===== config.mk =====
export PLATFORM = sky130hd
export DESIGN_NAME = chat_log_record_parser_top_flat
export DESIGN_NICKNAME = d
export VERILOG_FILES = /design/src/hw/rtl/clp_pkg.sv /design/src/hw/rtl/clp_if.sv /design/src/hw/rtl/chat_log_record_parser_top.sv /design/src/hw/rtl/clp_front.sv /design/src/hw/rtl/clp_queue.sv /design/src/hw/rtl/clp_back.sv /design/src/flat_wrapper.sv
export SDC_FILE = /design/constraint.sdc
export NUM_CORES = 1
export LEC_CHECK = 0
export BUFFER_PORTS_ARGS = -buffer_cell sky130_fd_sc_hd__buf_2
export CELL_PAD_IN_SITES_DETAIL_PLACEMENT = 1
export CELL_PAD_IN_SITES_GLOBAL_PLACEMENT = 1
export CORE_AREA = 2 2 161 163
export DETAILED_ROUTE_END_ITERATION = 16
export DIE_AREA = 0 0 163 165
export GPL_ROUTABILITY_DRIVEN = 0
export GPL_TIMING_DRIVEN = 0
export HOLD_SLACK_MARGIN = 0.1
export PLACE_DENSITY = 0.82
export SYNTH_ARGS = -nofsm -noshare
export SYNTH_HDL_FRONTEND = slang
export SYNTH_SLANG_ARGS = --single-unit

===== constraint.sdc =====
create_clock -name clk -period 3.35 [get_ports clk]
set_input_delay 0.5025 -clock clk [delete_from_list [all_inputs] [get_ports clk]]
set_output_delay 0.5025 -clock clk [all_outputs]
set_load 0.01 [all_outputs]

===== src/hw/rtl/clp_pkg.sv =====
// Shared types, codes and byte constants for the chat-log record parser.
package clp_pkg;

    localparam int HEADER_SKIP     = 14;
    localparam int QUEUE_DEPTH_DEF = 4;

    typedef enum logic [3:0] {
        PH_REC  = 4'd0,
        PH_HDR  = 4'd1,
        PH_CHAT = 4'd2,
        PH_PFX  = 4'd3,
        PH_SND  = 4'd4,
        PH_GAP  = 4'd5,
        PH_RCP  = 4'd6,
        PH_TMK  = 4'd7,
        PH_TIM  = 4'd8,
        PH_MMK  = 4'd9,
        PH_MSG  = 4'd10
    } phase_t;

    typedef enum logic [2:0] {
        KIND_SND_BYTE = 3'd0,
        KIND_SND_END  = 3'd1,
        KIND_RCP_BYTE = 3'd2,
        KIND_RCP_END  = 3'd3,
        KIND_TIME     = 3'd4,
        KIND_MSG_BYTE = 3'd5,
        KIND_MSG_END  = 3'd6,
        KIND_MISSING  = 3'd7
    } kind_t;

    typedef enum logic [2:0] {
        SEC_CHAT      = 3'd0,
        SEC_PREFIX    = 3'd1,
        SEC_SEP       = 3'd2,
        SEC_LIST_END  = 3'd3,
        SEC_TIME_MARK = 3'd4,
        SEC_MSG_MARK  = 3'd5
    } section_t;

    localparam logic [7:0] B_REC0     = 8'h6C;
    localparam logic [7:0] B_REC1     = 8'h33;
    localparam logic [7:0] B_CHAT0    = 8'hE0;
    localparam logic [7:0] B_MARK1    = 8'h03;
    localparam logic [7:0] B_PREFIX   = 8'h23;
    localparam logic [7:0] B_SEP      = 8'h2F;
    localparam logic [7:0] B_LIST_END = 8'h3B;
    localparam logic [7:0] B_TIME0    = 8'hE5;
    localparam logic [7:0] B_MSG0     = 8'hFC;

    localparam logic [1:0] MATCH_DONE = 2'd2;

    typedef struct packed {
        logic [2:0]  kind;
        logic [31:0] value;
        logic [2:0]  section;
        logic        last;
    } result_t;

    // Up to two results caused by one input byte.
    typedef struct packed {
        result_t first;
        result_t second;
        logic    two;
    } bundle_t;

    function automatic logic [7:0] rec_marker(input logic [1:0] idx);
        logic [7:0] r;
        unique case (idx)
            2'd0:    r = B_REC0;
            2'd1:    r = B_REC1;
            2'd2:    r = B_REC1;
            default: r = B_REC0;
        endcase
        return r;
    endfunction

    // Two-byte overlapping marker search; returns MATCH_DONE on a hit.
    function automatic logic [1:0] match2(input logic [1:0] prog, input logic [7:0] b,
                                          input logic [7:0] first, input logic [7:0] second);
        logic [1:0] r;
        if (prog == 2'd1 && b == second)
            r = MATCH_DONE;
        else if (b == first)
            r = 2'd1;
        else
            r = 2'd0;
        return r;
    endfunction

endpackage


===== src/hw/rtl/clp_if.sv =====
// Byte input channel and result output channel interfaces.
interface clp_byte_if;
    import clp_pkg::*;
    logic       valid;
    logic       ready;
    logic [7:0] data_byte;
    logic       stream_end;

    modport source (output valid, output data_byte, output stream_end, input ready);
    modport sink   (input valid, input data_byte, input stream_end, output ready);
endinterface

interface clp_result_if;
    import clp_pkg::*;
    logic        valid;
    logic        ready;
    logic [2:0]  kind;
    logic [31:0] value;
    logic [2:0]  missing_section;
    logic        last_of_run;

    modport source (output valid, output kind, output value, output missing_section,
                    output last_of_run, input ready);
    modport sink   (input valid, input kind, input value, input missing_section,
                    input last_of_run, output ready);
endinterface


===== src/hw/rtl/chat_log_record_parser_top.sv =====
// Top level of the chat-log record parser: front end, result queue, back end.
//
//   channel     dir  beat contents                                  handshake
//   log_bytes   in   data_byte[7:0], stream_end                     valid/ready
//   results     out  kind[2:0], value[31:0], missing_section[2:0],  valid/ready
//                    last_of_run
//
// One byte is accepted per cycle while the result queue has room; the phase
// machine in the front end updates in that same cycle, so bytes may arrive back to back.
// Each byte yields zero, one or two results. The back end sends one result beat
// per cycle while the consumer is ready, so a byte that yields two (only on a
// stream-end beat) needs two beats; the queue absorbs that burst.
// The log_bytes ready drops only while the result queue is full, i.e. when the
// results consumer has stalled long enough to fill it.
// Reset (rst_n low, asynchronous) puts the parser back to searching for a record
// marker and empties the queue and output register; no clearing pass is needed.
module chat_log_record_parser_top #(
    parameter int QUEUE_DEPTH = clp_pkg::QUEUE_DEPTH_DEF
) (
    input  logic          clk,
    input  logic          rst_n,
    clp_byte_if.sink      log_bytes,
    clp_result_if.source  results
);
    import clp_pkg::*;

    bundle_t                 push_bundle;
    logic [$bits(bundle_t)-1:0] pop_bits;
    bundle_t                 pop_bundle;
    logic                    fifo_push;
    logic                    fifo_pop;
    logic                    fifo_full;
    logic                    fifo_empty;

    assign pop_bundle = bundle_t'(pop_bits);

    // Classify bytes and build the results each one causes.
    clp_front u_front (
        .clk       (clk),
        .rst_n     (rst_n),
        .log_bytes (log_bytes),
        .full      (fifo_full),
        .push      (fifo_push),
        .bundle    (push_bundle)
    );

    // Hold bundles so each side can stall on its own.
    clp_queue #(
        .WIDTH ($bits(bundle_t)),
        .DEPTH (QUEUE_DEPTH)
    ) u_queue (
        .clk       (clk),
        .rst_n     (rst_n),
        .push      (fifo_push),
        .push_data (push_bundle),
        .pop       (fifo_pop),
        .pop_data  (pop_bits),
        .full      (fifo_full),
        .empty     (fifo_empty)
    );

    // Serialize bundles into result beats.
    clp_back u_back (
        .clk      (clk),
        .rst_n    (rst_n),
        .empty    (fifo_empty),
        .pop_data (pop_bundle),
        .pop      (fifo_pop),
        .results  (results)
    );

    // The front end never pushes into a full queue.
    a_no_overflow: assert property (@(posedge clk) disable iff (!rst_n)
        fifo_push |-> !fifo_full)
        else $error("result queue overflow");

    // A missing-section flag or a message end always closes the run of its byte.
    a_end_is_last: assert property (@(posedge clk) disable iff (!rst_n)
        (results.valid && (results.kind == KIND_MISSING || results.kind == KIND_MSG_END))
        |-> results.last_of_run)
        else $error("end result not marked last of run");

    // Section code is zero unless a section is flagged missing.
    a_section_zero: assert property (@(posedge clk) disable iff (!rst_n)
        (results.valid && results.kind != KIND_MISSING) |-> results.missing_section == 3'd0)
        else $error("section code on a non-missing result");

    // A beat that is not last of run is followed at once by its partner.
    a_pair_follows: assert property (@(posedge clk) disable iff (!rst_n)
        (results.valid && results.ready && !results.last_of_run) |=>
        (results.valid && results.last_of_run))
        else $error("second result of a byte did not follow");

endmodule


===== src/hw/rtl/clp_front.sv =====
// Front end: accepts log bytes, runs the record phase machine, builds result bundles.
module clp_front (
    input  logic              clk,
    input  logic              rst_n,
    clp_byte_if.sink          log_bytes,
    input  logic              full,
    output logic              push,
    output clp_pkg::bundle_t  bundle
);
    import clp_pkg::*;

    localparam phase_t     HDR_TARGET = (HEADER_SKIP == 0) ? PH_CHAT : PH_HDR;
    localparam logic [3:0] SKIP_LAST  = 4'(HEADER_SKIP);

    phase_t      phase_reg, phase_next;
    logic [1:0]  match_reg, match_next;
    logic [3:0]  skip_reg, skip_next;
    logic [31:0] time_reg, time_next;
    logic [2:0]  tidx_reg, tidx_next;
    logic        cut_reg, cut_next;

    logic        accept;
    logic [7:0]  b;
    logic [1:0]  m;
    logic [3:0]  skip_inc;
    logic [4:0]  shamt;
    logic [31:0] tval;
    result_t     p_res, e_res;
    logic        p_valid, e_valid;

    assign log_bytes.ready = !full;
    assign accept          = log_bytes.valid && !full;
    assign b               = log_bytes.data_byte;
    assign skip_inc        = skip_reg + 4'd1;
    assign shamt           = 5'(tidx_reg[1:0]) * 5'd7;

    always_comb
    begin
        phase_next = phase_reg;
        match_next = match_reg;
        skip_next  = skip_reg;
        time_next  = time_reg;
        tidx_next  = tidx_reg;
        cut_next   = cut_reg;
        p_valid    = 1'b0;
        p_res      = '0;
        e_valid    = 1'b0;
        e_res      = '0;
        m          = 2'd0;
        tval       = time_reg | {b[3:0], 28'd0};

        unique case (phase_reg)
            PH_HDR:
            begin
                skip_next = skip_inc;
                if (skip_inc >= SKIP_LAST)
                begin
                    phase_next = PH_CHAT;
                    match_next = 2'd0;
                    skip_next  = 4'd0;
                    cut_next   = 1'b0;
                end
            end
            PH_CHAT:
            begin
                m = match2(match_reg, b, B_CHAT0, B_MARK1);
                match_next = (m == MATCH_DONE) ? 2'd0 : m;
                if (m == MATCH_DONE)
                begin
                    phase_next = PH_PFX;
                    skip_next  = 4'd0;
                    cut_next   = 1'b0;
                end
            end
            PH_PFX:
            begin
                if (b == B_PREFIX)
                begin
                    phase_next = PH_SND;
                    match_next = 2'd0;
                    skip_next  = 4'd0;
                    cut_next   = 1'b0;
                end
            end
            PH_SND:
            begin
                if (b == B_SEP)
                begin
                    p_valid      = 1'b1;
                    p_res.kind   = KIND_SND_END;
                    phase_next   = PH_GAP;
                    match_next   = 2'd0;
                    skip_next    = 4'd0;
                    cut_next     = 1'b0;
                end
                else if (b == 8'd0)
                    cut_next = 1'b1;
                else if (!cut_reg)
                begin
                    p_valid     = 1'b1;
                    p_res.kind  = KIND_SND_BYTE;
                    p_res.value = {24'd0, b};
                end
            end
            PH_GAP:
            begin
                phase_next = PH_RCP;
                match_next = 2'd0;
                skip_next  = 4'd0;
                cut_next   = 1'b0;
            end
            PH_RCP:
            begin
                if (b == B_LIST_END)
                begin
                    p_valid    = 1'b1;
                    p_res.kind = KIND_RCP_END;
                    phase_next = PH_TMK;
                    match_next = 2'd0;
                    skip_next  = 4'd0;
                    cut_next   = 1'b0;
                end
                else if (b == 8'd0)
                    cut_next = 1'b1;
                else if (!cut_reg)
                begin
                    p_valid     = 1'b1;
                    p_res.kind  = KIND_RCP_BYTE;
                    p_res.value = {24'd0, b};
                end
            end
            PH_TMK:
            begin
                m = match2(match_reg, b, B_TIME0, B_MARK1);
                match_next = (m == MATCH_DONE) ? 2'd0 : m;
                if (m == MATCH_DONE)
                begin
                    phase_next = PH_TIM;
                    skip_next  = 4'd0;
                    cut_next   = 1'b0;
                    time_next  = 32'd0;
                    tidx_next  = 3'd0;
                end
            end
            PH_TIM:
            begin
                if (tidx_reg < 3'd4)
                begin
                    time_next = time_reg | ({25'd0, b[6:0]} << shamt);
                    tidx_next = tidx_reg + 3'd1;
                end
                else if (tidx_reg == 3'd4)
                begin
                    time_next   = tval;
                    p_valid     = 1'b1;
                    p_res.kind  = KIND_TIME;
                    p_res.value = tval;
                    tidx_next   = 3'd5;
                end
                else
                begin
                    // Drop the sixth time byte.
                    tidx_next  = 3'd0;
                    phase_next = PH_MMK;
                    match_next = 2'd0;
                    skip_next  = 4'd0;
                    cut_next   = 1'b0;
                end
            end
            PH_MMK:
            begin
                m = match2(match_reg, b, B_MSG0, B_MARK1);
                match_next = (m == MATCH_DONE) ? 2'd0 : m;
                if (m == MATCH_DONE)
                begin
                    phase_next = PH_MSG;
                    skip_next  = 4'd0;
                    cut_next   = 1'b0;
                end
            end
            PH_MSG:
            begin
                p_valid = 1'b1;
                if (b == 8'd0)
                begin
                    p_res.kind = KIND_MSG_END;
                    phase_next = PH_REC;
                    match_next = 2'd0;
                    skip_next  = 4'd0;
                    cut_next   = 1'b0;
                end
                else
                begin
                    p_res.kind  = KIND_MSG_BYTE;
                    p_res.value = {24'd0, b};
                end
            end
            default:
            begin
                phase_next = PH_REC;
                if (b == rec_marker(match_reg))
                begin
                    if (match_reg == 2'd3)
                    begin
                        phase_next = HDR_TARGET;
                        match_next = 2'd0;
                        skip_next  = 4'd0;
                        cut_next   = 1'b0;
                    end
                    else
                        match_next = match_reg + 2'd1;
                end
                else
                    match_next = (b == B_REC0) ? 2'd1 : 2'd0;
            end
        endcase

        if (log_bytes.stream_end)
        begin
            e_valid    = 1'b1;
            e_res.kind = KIND_MISSING;
            unique case (phase_next)
                PH_HDR, PH_CHAT: e_res.section = SEC_CHAT;
                PH_PFX:          e_res.section = SEC_PREFIX;
                PH_SND:          e_res.section = SEC_SEP;
                PH_GAP, PH_RCP:  e_res.section = SEC_LIST_END;
                PH_TMK:          e_res.section = SEC_TIME_MARK;
                PH_TIM, PH_MMK:  e_res.section = SEC_MSG_MARK;
                PH_MSG:          e_res.kind    = KIND_MSG_END;
                default:         e_valid       = 1'b0;
            endcase
            phase_next = PH_REC;
            match_next = 2'd0;
            skip_next  = 4'd0;
            time_next  = 32'd0;
            tidx_next  = 3'd0;
            cut_next   = 1'b0;
        end

        bundle = '0;
        if (p_valid && e_valid)
        begin
            bundle.first       = p_res;
            bundle.second      = e_res;
            bundle.second.last = 1'b1;
            bundle.two         = 1'b1;
        end
        else
        begin
            bundle.first      = p_valid ? p_res : e_res;
            bundle.first.last = 1'b1;
        end
        push = accept && (p_valid || e_valid);
    end

    always_ff @(posedge clk or negedge rst_n)
    begin
        if (!rst_n)
        begin
            phase_reg <= PH_REC;
            match_reg <= 2'd0;
            skip_reg  <= 4'd0;
            time_reg  <= 32'd0;
            tidx_reg  <= 3'd0;
            cut_reg   <= 1'b0;
        end
        else if (accept)
        begin
            phase_reg <= phase_next;
            match_reg <= match_next;
            skip_reg  <= skip_next;
            time_reg  <= time_next;
            tidx_reg  <= tidx_next;
            cut_reg   <= cut_next;
        end
    end

endmodule


===== src/hw/rtl/clp_queue.sv =====
// Small register queue of result bundles between front and back ends.
module clp_queue #(
    parameter int WIDTH = 8,
    parameter int DEPTH = 4
) (
    input  logic             clk,
    input  logic             rst_n,
    input  logic             push,
    input  logic [WIDTH-1:0] push_data,
    input  logic             pop,
    output logic [WIDTH-1:0] pop_data,
    output logic             full,
    output logic             empty
);
    import clp_pkg::*;

    localparam int PTR_W = (DEPTH > 1) ? $clog2(DEPTH) : 1;
    localparam int CNT_W = $clog2(DEPTH + 1);

    logic [WIDTH-1:0] mem_reg [DEPTH];
    logic [PTR_W-1:0] wr_reg, wr_next;
    logic [PTR_W-1:0] rd_reg, rd_next;
    logic [CNT_W-1:0] count_reg, count_next;
    logic             do_push, do_pop;

    assign full     = (count_reg == CNT_W'(DEPTH));
    assign empty    = (count_reg == '0);
    assign do_push  = push && !full;
    assign do_pop   = pop && !empty;
    assign pop_data = mem_reg[rd_reg];

    always_comb
    begin
        wr_next    = wr_reg;
        rd_next    = rd_reg;
        count_next = count_reg;
        if (do_push)
            wr_next = (wr_reg == PTR_W'(DEPTH - 1)) ? '0 : wr_reg + 1'b1;
        if (do_pop)
            rd_next = (rd_reg == PTR_W'(DEPTH - 1)) ? '0 : rd_reg + 1'b1;
        if (do_push && !do_pop)
            count_next = count_reg + 1'b1;
        else if (do_pop && !do_push)
            count_next = count_reg - 1'b1;
    end

    always_ff @(posedge clk)
    begin
        if (do_push)
            mem_reg[wr_reg] <= push_data;
    end

    always_ff @(posedge clk or negedge rst_n)
    begin
        if (!rst_n)
        begin
            wr_reg    <= '0;
            rd_reg    <= '0;
            count_reg <= '0;
        end
        else
        begin
            wr_reg    <= wr_next;
            rd_reg    <= rd_next;
            count_reg <= count_next;
        end
    end

endmodule


===== src/hw/rtl/clp_back.sv =====
// Back end: unpacks result bundles into single result beats behind an output register.
module clp_back (
    input  logic              clk,
    input  logic              rst_n,
    input  logic              empty,
    input  clp_pkg::bundle_t  pop_data,
    output logic              pop,
    clp_result_if.source      results
);
    import clp_pkg::*;

    result_t out_reg, out_next;
    logic    out_valid_reg, out_valid_next;
    result_t pend_reg, pend_next;
    logic    pend_valid_reg, pend_valid_next;
    logic    advance;

    assign advance = !out_valid_reg || results.ready;
    assign pop     = advance && !pend_valid_reg && !empty;

    always_comb
    begin
        out_next        = out_reg;
        out_valid_next  = out_valid_reg;
        pend_next       = pend_reg;
        pend_valid_next = pend_valid_reg;
        if (advance)
        begin
            if (pend_valid_reg)
            begin
                // Send the second result of the held bundle.
                out_next        = pend_reg;
                out_valid_next  = 1'b1;
                pend_valid_next = 1'b0;
            end
            else if (!empty)
            begin
                out_next        = pop_data.first;
                out_valid_next  = 1'b1;
                pend_next       = pop_data.second;
                pend_valid_next = pop_data.two;
            end
            else
                out_valid_next = 1'b0;
        end
    end

    always_ff @(posedge clk)
    begin
        out_reg  <= out_next;
        pend_reg <= pend_next;
    end

    always_ff @(posedge clk or negedge rst_n)
    begin
        if (!rst_n)
        begin
            out_valid_reg  <= 1'b0;
            pend_valid_reg <= 1'b0;
        end
        else
        begin
            out_valid_reg  <= out_valid_next;
            pend_valid_reg <= pend_valid_next;
        end
    end

    assign results.valid           = out_valid_reg;
    assign results.kind            = out_reg.kind;
    assign results.value           = out_reg.value;
    assign results.missing_section = out_reg.section;
    assign results.last_of_run     = out_reg.last;

endmodule


===== src/flat_wrapper.sv =====
// flat-port wrapper written by rule: the top's interface ports become plain ports
module chat_log_record_parser_top_flat import clp_pkg::*;
#(
    parameter int QUEUE_DEPTH = clp_pkg::QUEUE_DEPTH_DEF
)
  (clk, rst_n, log_bytes_valid, log_bytes_data_byte, log_bytes_stream_end, log_bytes_ready, results_valid, results_kind, results_value, results_missing_section, results_last_of_run, results_ready);
  clp_byte_if log_bytes_i ();
  clp_result_if results_i ();
  input  logic clk;
  input  logic rst_n;
  input wire logic [$bits(log_bytes_i.valid)-1:0] log_bytes_valid;
  input wire logic [$bits(log_bytes_i.data_byte)-1:0] log_bytes_data_byte;
  input wire logic [$bits(log_bytes_i.stream_end)-1:0] log_bytes_stream_end;
  output wire logic [$bits(log_bytes_i.ready)-1:0] log_bytes_ready;
  output wire logic [$bits(results_i.valid)-1:0] results_valid;
  output wire logic [$bits(results_i.kind)-1:0] results_kind;
  output wire logic [$bits(results_i.value)-1:0] results_value;
  output wire logic [$bits(results_i.missing_section)-1:0] results_missing_section;
  output wire logic [$bits(results_i.last_of_run)-1:0] results_last_of_run;
  input wire logic [$bits(results_i.ready)-1:0] results_ready;
  assign log_bytes_i.valid = log_bytes_valid;
  assign log_bytes_i.data_byte = log_bytes_data_byte;
  assign log_bytes_i.stream_end = log_bytes_stream_end;
  assign log_bytes_ready = log_bytes_i.ready;
  assign results_valid = results_i.valid;
  assign results_kind = results_i.kind;
  assign results_value = results_i.value;
  assign results_missing_section = results_i.missing_section;
  assign results_last_of_run = results_i.last_of_run;
  assign results_i.ready = results_ready;
  chat_log_record_parser_top #(.QUEUE_DEPTH(QUEUE_DEPTH)) u_core (.clk(clk), .rst_n(rst_n), .log_bytes(log_bytes_i), .results(results_i));
endmodule

# Word level (Yosys, flattened, before mapping)
# Memories as Yosys holds them, arrays and structs flattened.
# Cells that the tools add are included.
dict set report totals {
  regBits 133
  latchBits 0
  ramBits 316
  romBits 0
  word_cells 242
  mem_count 1
}
dict set report op_classes {
  add_sub_neg 7
  multipliers 1
  div 0
  n_lt_le_gt_ge 2
  eq_ne 51
  shift 1
  muxes 120
  n_bitwise 4
  n_reduce_logical 36
}
# name depth word_bits rd rd_ports_with_merged_regs wr line
set mem_list {}
lappend mem_list {u_core.u_queue.mem_reg 4 79 1 0 1 clp_queue.sv:20} ;# logic [WIDTH-1:0] mem_reg [DEPTH];
# operator n
set op_table {}
lappend op_table {{32-bit two-way mux} 5}
lappend op_table {{39-bit two-way mux} 4}
lappend op_table {{35-bit one-hot mux with 4 select lines} 1}
lappend op_table {{4-bit two-way mux} 24}
lappend op_table {{4-bit one-hot mux with 10 select lines} 2}
lappend op_table {{35-bit two-way mux} 2}
lappend op_table {{34-bit two-way mux} 2}
lappend op_table {{32-bit bitwise OR} 2}
lappend op_table {{32-bit one-hot mux with 2 select lines} 1}
lappend op_table {{2-bit two-way mux} 22}
lappend op_table {{40-bit two-way mux} 1}
lappend op_table {{8-bit two-way mux} 5}
lappend op_table {{1-bit two-way mux} 35}
lappend op_table {{4-bit by 3-bit == test with 1-bit output (second input constant)} 8}
lappend op_table {{7-bit by 5-bit << shifter with 32-bit output} 1}
lappend op_table {{3-bit two-way mux} 10}
lappend op_table {{3-bit != test (second input constant)} 10}
lappend op_table {{4-bit == test (second input constant)} 6}
lappend op_table {{8-bit by 6-bit == test with 1-bit output (second input constant)} 3}
lappend op_table {{8-bit == test (second input constant)} 3}
lappend op_table {{12-bit nonzero test} 2}
lappend op_table {{2-bit one-hot mux with 10 select lines} 1}
lappend op_table {{10-bit OR reduction} 2}
lappend op_table {{4-bit by 2-bit == test with 1-bit output (second input constant)} 4}
lappend op_table {{other kinds (36)} 66}

# Depth between registers and ports, before layout
dict set report depth {
  word_depth 18
  ltp_mapped 13
}

# Hierarchy
# Synthesis repeated with hierarchy kept, for this count alone.
dict set report hier_totals {
  hier_cells 992
  hier_area_um2 18361.4
}
# mod instances cells_each area_per_inst_um2 seq_area_each_um2
set by_module_without_submodules {}
lappend by_module_without_submodules {clp_queue 1 450 11841.4 9664.3}
lappend by_module_without_submodules {clp_front 1 408 3403.3 1151.1}
lappend by_module_without_submodules {clp_back 1 134 3116.7 2392.3}

# Worst setup path after synthesis
# OpenSTA, ideal clock, no wires.
dict set report synth_path {
  path_type {in2reg}
  startpoint {input log_bytes_data_byte[3]}
  endpoint {memory u_core.u_queue.mem_reg[0][1] (netlist name) (enable)}
  setup_ns 0.407
  arrival_time_ns 3.000
  required_time_ns 2.943
  slack_ns -0.057
  path_stages 7
  n_path_buf 1
  cell_sequence {clkbuf_1 -> nor3b_1 -> nand4_1 -> a211oi_1 -> or2_2 -> o2111a_1 -> and2_1}
}
dict set report synth_via {
  elab_chain_len 16
  word_cells_on_any_way 53
  classes_between {eq/ne: 21; mux: 26; reduce/logical: 6}
}
# item line
set synth_lines {}
lappend synth_lines {{start: declaration} flat_wrapper.sv:12} ;# input wire logic [$bits(log_bytes_i.data_byte)-1:0] log_bytes_data_byte;
lappend synth_lines {{8-bit == test / 8-bit by 2-bit == test with 1-bit output (equally long branches)} {clp_pkg.sv:84, clp_pkg.sv:82}}
lappend synth_lines {{1-bit two-way mux / 1-bit logical AND (equally long branches)} {clp_pkg.sv:84, clp_pkg.sv:82}}
lappend synth_lines {{2-bit two-way mux} clp_pkg.sv:82} ;# if (prog == 2'd1 && b == second)
lappend synth_lines {{2-bit two-way mux} clp_front.sv:52} ;# unique case (phase_reg)
lappend synth_lines {{2-bit == test (on tied branches)} {clp_front.sv:174, clp_front.sv:68, clp_front.sv:136}}
lappend synth_lines {{4-bit two-way mux (on tied branches)} {clp_front.sv:174, clp_front.sv:68, clp_front.sv:136}}
lappend synth_lines {{4-bit one-hot mux with 10 select lines} clp_front.sv:52}
lappend synth_lines {{4-bit == test (tied with other cells)} clp_front.sv:222} ;# unique case (phase_next)
lappend synth_lines {{10-bit OR reduction (no line)} -}
lappend synth_lines {{1-bit two-way mux} clp_front.sv:222}
lappend synth_lines {{1-bit two-way mux} clp_front.sv:218} ;# if (log_bytes.stream_end)
lappend synth_lines {{1-bit logical OR *} clp_front.sv:253} ;# push = accept && (p_valid || e_valid);
lappend synth_lines {{1-bit logical AND *} clp_front.sv:253}
lappend synth_lines {{1-bit logical AND *} clp_queue.sv:28} ;# assign do_push = push && !full;
lappend synth_lines {{named net u_core.u_queue.do_push} clp_queue.sv:24} ;# logic do_push, do_pop;
lappend synth_lines {{1-bit two-way mux *} clp_queue.sv:49} ;# if (do_push)
lappend synth_lines {{1-bit two-way mux (implied by the code) *} clp_queue.sv:50} ;# mem_reg[wr_reg] <= push_data;
lappend synth_lines {{end: declaration} clp_queue.sv:20}
# Mark *: on every way through the listed nets, which the timed path passes. The rest lies on a longest branch. The select of a mux whose other input is x is not followed.

# Final worst setup path
dict set report layout_path {
  startpoint {input log_bytes_data_byte[0]}
  endpoint {memory u_core.u_queue.mem_reg[1][44] (netlist name) (enable)}
}
# Same word-level chain as after synthesis.

==> flow_summary_export.csv <==
group,metric,value,unit
global_routing,grt_pass1_vias,7147,
detailed_routing,drt_iter0_markers,489,
power,cellLeakagePower,4.99,nW
yosys,synth-edff-count,225,
yosys,netlist_instances,733,
global_routing,grt_pass1_wl,40800,um
finish,ff_latch_area,0.00813,sq mm
placed_design,port_buffers,53,
floorplanning,io_pins,54,
timing,hold_slack,331,ps
global_routing,grt-ovfl-total,0,
placed_design,place_ws,-928,ps
finish,diodes,0,
finish,nets,846,
timing,worst_pin_slew,1270,ps
setup_path,worstReg2RegEnd,"u_core.u_queue.mem_reg[1][44]$_DFFE_PP_",
cts,path_clk_slew,60,ps
yosys,ys_top_cells_by_area,"edfxtp_1 58%, dfrtp_1 12%, mux4_2 8.7%, nor2_1 2.1%, nor2b_1 2.0%",
cts,cts.sinks,280,
yosys,syn-cell-area,0.0116,sq mm
yosys,yosysMostFrequentCell,"edfxtp_1",
timing,rsz0062_at_grt,"true",
setup_path,crit_type,"input port to flip-flop",
yosys,ys_warn_count,0,
detailed_routing,num_vias,6638,
setup_path,start_kind,"input port",
finish,largest_reg_flops,180,
finish,area_delta_synth_final,14.9,%
yosys,synth_cell_types,68,
detailed_routing,routedWlPerCell,21.9,um
finish,drive_above_1_share,22.1,%
global_routing,globalRouteTotalUtil,20.0,%
setup_path,cp_data_arrival_time,3420,ps
detailed_routing,drc_errors,0,
global_routing,grt_antenna_before_repair,0,
setup_path,crit_fanout,45,
detailed_routing,viasPerCell,5.66,
setup_path,endpoint_kind,"flip-flop",
run,maxCapViolCount,0,
floorplanning,rows,58,
yosys,synthTopCellsByCount,"225 x edfxtp_1, 66 x nor2_1, 55 x dfrtp_1",
cts,htreeDepth,1,
power,p_per_area,644,mW/mm^2
hold_path,hold_path.class,"input port to flip-flop",
timing,finalCritPeriodShare,97.2,%
setup_path,required,3510,ps
yosys,synth_seq_area_share,70.0,%
placed_design,dp_hpwl,16900,um
floorplanning,start_util,46.4,%
setup_path,r2r_setup_slack,100,ps
timing,slew_headroom,15.4,%
finish,multiInputGateArea,0.00331,sq mm
yosys,netlist.area_leader.share,58.2,%
finish,fillers,2394,
setup_path,rr_startpoint,"u_core.u_front.phase_reg[0]$_DFFE_PN0P_",
timing,slew_violations,0,
hold_path,hold_start,"results_ready",
floorplanning,die_x,163,um
hold_path,worstHoldPathCells,3,
floorplanning,dieArea,0.0269,sq mm
cts,cts_inserted_buffers,29,
hold_path,min_to,"u_core.u_back.results.valid$_DFFE_PN0N_",
cts,cts_tree,"done",
yosys,async_flop_share,19.6,%
floorplanning,die_y,165,um
timing,finalHoldViolations,0,
detailed_routing,routed_wl,25700,um
timing,setup_violations,0,
timing,finalCriticalPeriod,3260,ps
cts,clockBufferDepth,3,
yosys,syn_nets,759,
global_routing,grt_max_degree,56,
power,peakVddDrop,391,uV
outcome,status,"complete, no violations",
timing,max_freq,307,MHz
timing,skew,24.1,ps
yosys,syn_area_per_cell,15.8,sq um
detailed_routing,ant_nets,0,
cts,clk_latency,570,ps
timing,fin_ws,92.9,ps
setup_path,reg2regPathDepth,5,
yosys,ys.flop_type,"edfxtp_1",
floorplanning,core,0.0250,sq mm
yosys,synth_top_cell_by_area,"edfxtp_1",
yosys,ys_ff_latch,280,
detailed_routing,firstDrtPassIters,5,
cts,clockRootBuffer,"clkbuf_16",
[where the power goes]
group	leakage, nW	internal, mW	switching, mW
sequential	3.01	4.00	0.0849
clock	0.472	1.81	1.35
combinational	1.51	0.574	0.780
total	4.99	6.38	2.21
[worst max-delay path by stage]
stage                                                  from                                 endpoint  slack [ps]
floorplan                            log_bytes_data_byte[2]  u_core.u_queue.count_reg[1]$_DFFE_PN0P_         300
global placement                     log_bytes_data_byte[3]  u_core.u_queue.mem_reg[1][66]$_DFFE_PP_        -770
detailed placement                   log_bytes_data_byte[3]  u_core.u_queue.mem_reg[2][66]$_DFFE_PP_        -930
CTS                 u_core.u_front.match_reg[0]$_DFFE_PN0P_  u_core.u_queue.mem_reg[1][48]$_DFFE_PP_        -190
global route        u_core.u_front.phase_reg[0]$_DFFE_PN0P_  u_core.u_queue.mem_reg[0][39]$_DFFE_PP_         -90
finish                               log_bytes_data_byte[0]  u_core.u_queue.mem_reg[1][44]$_DFFE_PP_          90
[layer usage]
layer	share of wire, %	routed length (um)	global-route usage (%)	vias up
li1	-	-	-	2978
met1	42	10800	26.2	3428
met2	50	12800	34.3	179
met3	5.1	1310	3.04	53
met4	3.0	767	7.00	0
met5	0	0	0	-
[cells by family (layout without fill, tap and decap cells)]
logic type,after synthesis,count (layout),synth area share (%)
buffers and inverters,57,167,1.85
XOR/XNOR,6,6,0.452
flip-flops,280,280,70.0
multiplexers,58,58,9.95
AND/OR/NAND/NOR,215,215,9.96
adder cells (fa/ha/maj),13,13,1.46
AO/OA/AOI/OAI,104,104,6.31
[final cells by class]
| type | instances | area share [%] |
|---|---|---|
| flip-flops and latches | 280 | 61.0 |
| multi-input cells | 396 | 24.8 |
| clock buffers | 40 | 6.44 |
| well taps | 330 | 3.09 |
| repair buffers | 57 | 2.34 |
| plain buffers | 39 | 1.14 |
| clock inverters | 14 | 0.731 |
| inverters | 17 | 0.478 |
[timing repair]
| item | 4_1_cts | 5_1_grt |
|---|---|---|
| hold endpoints to repair | 0 | 55 |
| setup endpoints to repair | 181 | 92 |
| setup buffers | 0 | 2 |
| pin swaps | 0 | 3 |
| gates cloned | 0 | 0 |
| resized for setup | 6 | 6 |
| hold buffers | 0 | 1 |
[metrics by stage]
stage | total power [mW] | setup TNS (ps) | util [%] | std cells | cell area [sq um]
after floorplan | 5.06 | 0 | - | 733 | 11600
after CTS | 8.68 | -15710 | 53.1 | 1171 | 13300
final | 8.60 | 0 | 53.3 | 1173 | 13300
after global routing | 8.93 | -7370 | 53.3 | 1173 | 13300
after global placement | 5.47 | -151240 | 49.1 | 1116 | 12300
after detailed placement | 5.53 | -164980 | 49.3 | 1117 | 12300
[placed cells by master, fill, tap and decap left out, types with 3 or more instances in the layout]
cell type  instances
a21oi_1           36
a22o_1            16
a31o_2             3
a31oi_1            5
and2_1            24
and2_4             3
and3_1             6
buf_1              5
buf_2             53
buf_4              3
clkbuf_1          33
clkbuf_16         31
clkbuf_2           4
clkbuf_8           5
clkinv_1           3
clkinv_2           5
dfrtp_1           55
edfxtp_1         225
ha_1              12
inv_1             15
mux2_2             8
mux2i_1            3
mux4_2            45
nand2_1           22
nand2b_1          11
nand3_1            5
nand3b_1           4
nand4_1            4
nor2_1            65
nor2b_1           37
nor3_1             8
nor3b_1            3
nor4_1             3
o211ai_1           3
o21ai_0           10
xor2_1             4
[worst max-delay path, stage by stage]
cell	delay, ps
buf_2	130
clkbuf_1	290
nor3b_1	510
nand4_1	210
a211oi_2	330
or2_4	190
o2111a_2	220
and2_2	1000
(Power assumes the default switching activity.)
